[src/cse_pkg.sv]
package cse_pkg;

  // Default sizes of the storage.
  localparam int unsigned MAX_FUNCS_DEF   = 256;
  localparam int unsigned STACK_DEPTH_DEF = 64;
  localparam int unsigned TIME_WIDTH_DEF  = 32;

  // Fixed widths of the request and result fields.
  localparam int unsigned CMD_W   = 2;
  localparam int unsigned FID_W   = 8;
  localparam int unsigned TS_W    = 32;
  localparam int unsigned OUT_W   = 32;
  localparam int unsigned STAT_W  = 2;
  localparam int unsigned NFUNC_W = 9;

  localparam logic [NFUNC_W-1:0] NFUNC_RESET = 9'd256;

  typedef enum logic [CMD_W-1:0] {
    CMD_START = 2'd0,
    CMD_END   = 2'd1,
    CMD_READ  = 2'd2
  } cmd_t;

  typedef enum logic [STAT_W-1:0] {
    ST_OK        = 2'd0,
    ST_OVERFLOW  = 2'd1,
    ST_UNDERFLOW = 2'd2,
    ST_BAD_ID    = 2'd3
  } status_t;

  typedef enum logic [2:0] {
    S_IDLE,
    S_LOOKUP,
    S_POP,
    S_CHILD,
    S_ACCUM
  } state_t;

endpackage

[src/cse_stack_mem.sv]
module cse_stack_mem
  import cse_pkg::*;
#(
  parameter int unsigned DEPTH = STACK_DEPTH_DEF,
  parameter int unsigned TW    = TIME_WIDTH_DEF,
  localparam int unsigned AW   = $clog2(DEPTH)
) (
  input  logic             clk,
  // Read of the top entry and of the child time of the entry beneath it.
  input  logic [AW-1:0]    rd_addr_a,
  input  logic [AW-1:0]    rd_addr_b,
  output logic [FID_W-1:0] rd_func,
  output logic [TW-1:0]    rd_start,
  output logic [TW-1:0]    rd_child,
  output logic [TW-1:0]    rd_child_b,
  // Push writes a whole entry with a cleared child time.
  input  logic             push_en,
  input  logic [AW-1:0]    push_addr,
  input  logic [FID_W-1:0] push_func,
  input  logic [TW-1:0]    push_start,
  // Child time update of the entry that becomes the top after a pop.
  input  logic             child_en,
  input  logic [AW-1:0]    child_addr,
  input  logic [TW-1:0]    child_data
);

  logic [FID_W-1:0] func_mem  [DEPTH];
  logic [TW-1:0]    start_mem [DEPTH];
  logic [TW-1:0]    child_mem [DEPTH];

  always_ff @(posedge clk) begin
    if (push_en) begin
      func_mem[push_addr]  <= push_func;
      start_mem[push_addr] <= push_start;
    end
  end

  always_ff @(posedge clk) begin
    if (push_en) begin
      child_mem[push_addr] <= '0;
    end else if (child_en) begin
      child_mem[child_addr] <= child_data;
    end
  end

  always_ff @(posedge clk) begin
    rd_func    <= func_mem[rd_addr_a];
    rd_start   <= start_mem[rd_addr_a];
    rd_child   <= child_mem[rd_addr_a];
    rd_child_b <= child_mem[rd_addr_b];
  end

endmodule

[config.mk]
export PLATFORM = sky130hd
export DESIGN_NAME = cse_stack_mem
export DESIGN_NICKNAME = d
export VERILOG_FILES = /design/src/cse_pkg.sv /design/src/cse_stack_mem.sv
export SDC_FILE = /design/constraint.sdc
export NUM_CORES = 2
export LEC_CHECK = 0
export ABC_CLOCK_PERIOD_IN_PS = 11910
export BUFFER_PORTS_ARGS = -buffer_cell sky130_fd_sc_hd__buf_4
export CAP_MARGIN = 15
export CORE_AREA = 2 2 698 700
export CTS_CLUSTER_SIZE = 20
export DETAILED_ROUTE_END_ITERATION = 16
export DIE_AREA = 0 0 700 702
export PLACE_DENSITY = 0.52
export SLEW_MARGIN = 10
export SYNTH_ARGS = -nofsm -noshare
export SYNTH_HDL_FRONTEND = slang
export SYNTH_MEMORY_MAX_BITS = 65536
export SYNTH_SLANG_ARGS = --single-unit
[constraint.sdc]
create_clock -name clk -period 11.91 [get_ports clk]
set_clock_uncertainty 0.05 [all_clocks]
set_input_delay 2.382 -clock clk [delete_from_list [all_inputs] [get_ports clk]]
set_output_delay 2.382 -clock clk [all_outputs]
set_load 0.005 [all_outputs]
# Word-level counts from Yosys, hierarchy flattened
# Memories as Yosys holds them, arrays and structs flattened. A register that Yosys moved wholly into a read port is not among the register bits.
# Cells that the tools add are included.
classes:
  n_addsub: 0
  n_mul: 0
  div_mod_pow: 0
  order_cmp: 0
  eq_ne: 0
  shift: 0
  n_mux: 8
  n_bitwise: 0
  reduce_logical: 1
op_table:
  columns: ["operator", "n"]
  rows:
  - ["$mux 32", 1]
  - ["$reduce_or 32->1", 1]
  - ["$mux 1", 6]
  - ["$mux 6", 1]
totals:
  ff_bits: 0
  latchBits: 0
  mem_bits_rw: 4608
  mem_bits_ro: 0
  inputBits: 99
  out_inout_bits: 104
  elab_cells: 12
  mem_count: 3
memory_table:
  columns: ["name", "words", "word_bits", "read_ports", "rd_ports_with_merged_regs", "write_ports", "line_no", "source"]
  rows:
  - ["child_mem", 64, 32, 2, 2, 1, "cse_stack_mem.sv:29", "logic [TW-1:0] child_mem [DEPTH];"]
  - ["start_mem", 64, 32, 1, 1, 1, "cse_stack_mem.sv:28", "logic [TW-1:0] start_mem [DEPTH];"]
  - ["func_mem", 64, 8, 1, 1, 1, "cse_stack_mem.sv:27", "logic [FID_W-1:0] func_mem [DEPTH];"]

# Longest topological paths before layout
logic_depth:
  ltp_word: 5
  mapped_depth: 10
  mapped_depth_nobuf: 5

# Worst setup path after synthesis
# OpenSTA, ideal clock, no wires.
synth_path:
  path_type: "in2reg"
  startpoint: "input push_addr[4]"
  endpoint: "memory func_mem[48][0] (enable)"
  setup_time_ps: 487
  arrival_ps: 5670
  setup_slack_ps: 5703
  cell_stages: 5
  n_path_buf: 1
  cell_sequence: "clkbuf_1 nand2_1 nor2_1 nand2_1 nor3_1"
synth_rtl:
  columns: ["element", "line_no", "source"]
  rows:
  - ["from (decl)", "cse_stack_mem.sv:18", "input logic [AW-1:0] push_addr,"]
  - ["to (decl)", "cse_stack_mem.sv:27", null]
# No word-level cell before the write port.

==> impl_metrics.ini <==
[setup_path]
arrival_ns = 6.53
critPathLaunchType = input port
cp_top_family = buffers and inverters
cp_cell_sequence = buf_8 -> buf_12 -> buf_4 -> buf_4 -> mux4_2 -> mux4_2 -> o22ai_1 -> nor2_1
path_max_fanout = 51
critPathBufInv = 4
cp_data_required_time_ns = 12.68
critical_path_class = in2reg
endpoint_kind = register
cp_slowest_cell = o22ai_1
critPathMaxStageDelay_ns = 0.74

[status]
status = complete, no violations

[finish]
fin_util_pct = 45.5
fill_cells = 40200
syn2layout_area_growth_pct = 14.3
nets = 8995
drive_above_1_share_pct = 35.0

[synth]
async_reset_ff_share_pct = 0
synth_ff_type = edfxtp_1
netlist_area_um2 = 193000
synth_top_family_by_area = multiplexers
ys_types = 42
ys_seq_elements = 4712
synthAdderAreaFrac_pct = 0
synthXorXnorAreaFrac_pct = 0
muxShareOfSynthArea_pct = 22.4
synthSimpleGateAreaFrac_pct = 1.21
ys_seq_area_share_pct = 72.9
avgSynthCellArea_um2 = 22.8
syn_inst = 8454
syn-num-nets = 8553
synth_compound_area_share_pct = 2.11
yosys_warnings = 0
synth-edff-count = 4608

[sta]
period_needed_ns = 5.76
worst_pin_slew_ns = 1.30
relSlewSlack_pct = 13.1
max_freq_mhz = 174
setup_viol = 0
drv_slew = 0
rsz0062_at_grt = false
tns_ns = 0
fin_crit_sh_pct = 48.4
hold_viol_final = 0

[drt]
wl_per_cell_um = 39.5
drt-total-wl_um = 624000
antenna_left = 0
route.met3.wl_um = 48800
drt_iter0_drc = 12300
drc = 0
wl_met1_um = 246000
via_per_inst = 6.25
top_layer_used = met5
vias = 98600
drt_pass1_iterations = 5
wl_met2_um = 308000

[global_route]
grt_pass1_wl_um = 852000
grt_max_degree = 114
grt_use_total_pct = 25.1
grt_overflow_total = 0
grt_pass1_vias = 102000
antenna_found_initial = 41

[pwr]
power_leakage_nw = 62.8
power_density_nw_per_um2 = 165
ir_drop_mv = 0.148

[worst_hold_path]
min_path_type = reg2reg

[clock_network]
cts_max_level = 6
cts_resized = 0
hold_buffers = 0
cts-root-buf = clkbuf_16
ctsLongestPathBuffers = 4
clk_pin_slew_ns = 0.06
cts.sinks = 4712
post_cts_buffers = 0
cts_buffers = 524
clk_latency_ns = 1.08
cts_tree = yes

[floorplanning]
dieArea_um2 = 491000
io-pin-count = 203
chipWidth_um = 700
fp-row-count = 256
core_area_um2 = 484000
start_util_pct = 39.8
dieHeight_um = 702

[place]
gp_congestion = 0.825
dp_hpwl_um = 354000
portBuffers = 202

[run]
maxCapViolCount = 0
[synthesized netlist by cell type, types with 3 or more instances]
cell      instances  share of area, %
or3b_2           10             0.045
or3_1             4             0.013
nor3_1            6             0.016
o22ai_1         301              0.98
mux2_2           17             0.099
nand3b_1         14             0.055
o21ai_0           4             0.010
buf_6            12             0.070
edfxtp_1       4608                72
or2_2             6             0.019
a311oi_1          4             0.018
a221oi_1          3             0.014
nand2_1          51             0.099
a211oi_1         25             0.097
buf_2           212              0.55
mux4_2         1845                22
nor4_1            4             0.013
nor2_1          342              0.67
nand2b_1         18             0.058
nand3_1          12             0.031
buf_4            37              0.14
a21oi_1         192              0.50
dfxtp_1         104               1.1
nor2b_1          18             0.058
and2_1           34              0.11
mux2i_1         145              0.75
a22oi_1           7             0.027
buf_1            79              0.15
clkbuf_1        227              0.44
o221ai_1         94              0.43
[state kept, by name (all words and copies together), names as in the netlist]
name and cells:
child_mem 2048, func_mem 512, rd_child 32, rd_child_b 32, rd_func 8, rd_start 32
start_mem 2048
[worst register-to-register path, stage by stage, from the launching register on]
cell      delay [ns]
edfxtp_1        0.40
mux4_2          0.47
mux4_2          0.51
o22ai_1         0.74
nor2_1          0.21
[area by class of cell]
class	count	area, µm²	share of cell area, %
sequential	4712	140000	63.8
multi-input combinational	3173	50700	23.0
clock buffer	711	14600	6.62
tap	6450	8070	3.67
timing repair buffer	483	4130	1.87
clock inverter	231	2130	0.967
antenna	19	47.5	0.0216
inverter	2	7.51	0.00341
[per-layer routing]
metal  vias up  track usage (%)
met2      4643             41.7
li1      38000                -
met3       994             4.78
met1     55000             33.7
met5         -                0
met4        30             7.58
[power breakdown]
| group | leakage (nW) | switching [W] | internal, W |
|---|---|---|---|
| sequential | 39.0 | 0.000102 | 0.0184 |
| clock | 8.13 | 0.00661 | 0.00930 |
| combinational | 15.6 | 0.00129 | 0.000759 |
| total | 62.8 | 0.00801 | 0.0284 |
[cell families (layout without fill, tap and decap cells)]
kind of cell | count (synthesis) | after routing
AND/OR/NAND/NOR | 526 | 526
buffers and inverters | 569 | 1427
flip-flops | 4712 | 4712
multiplexers | 2007 | 2007
AO/OA/AOI/OAI | 640 | 640
other | 0 | 19
[placed cells by master (no fill, tap or decap), types with 7 or more instances in the layout]
cell type,count
nor2b_1,15
or3b_2,10
a22oi_1,7
mux2i_1,145
nor2_4,125
inv_6,18
and2_2,16
buf_12,32
mux4_2,1845
clkbuf_16,550
clkinv_1,87
and2_4,17
nand2b_1,8
clkbuf_8,21
nand2b_2,7
clkinv_2,62
nand3b_1,14
clkbuf_1,140
edfxtp_1,4608
buf_4,439
o22ai_1,301
bufinv_16,33
nand2_1,45
mux2_2,17
dfxtp_1,104
clkinvlp_4,15
a21oi_1,192
a211oi_1,24
nor2_1,216
diode_2,19
o221ai_1,94
nand3_1,10
[path summary, 6_finish.rpt]
path	start	endpoint	slack (ns)	cells past startpoint
worst max register to register	child_mem[28][30]	rd_child[30]	9.34	4
worst min register to register	start_mem[21][13]	rd_start[13]	0.82	5
worst max-delay path	rd_addr_a[1]	rd_child[30]	6.15	8
worst min-delay path	start_mem[21][13]	rd_start[13]	0.82	5
[stage by stage]
step	area (µm²)	cells	setup slack [ns]	total power, W	hold WS [ns]
floorplan	193000	8454	5.70	0.0199	0.646
global placement	203000	14800	5.02	0.0208	0.797
detailed placement	203000	14800	5.12	0.0209	0.788
CTS	220000	15800	6.22	0.0367	0.818
global route	220000	15800	5.98	0.0374	0.850
finish	220000	15800	6.15	0.0364	0.817
Note: power is estimated with default switching activity, not from simulation.
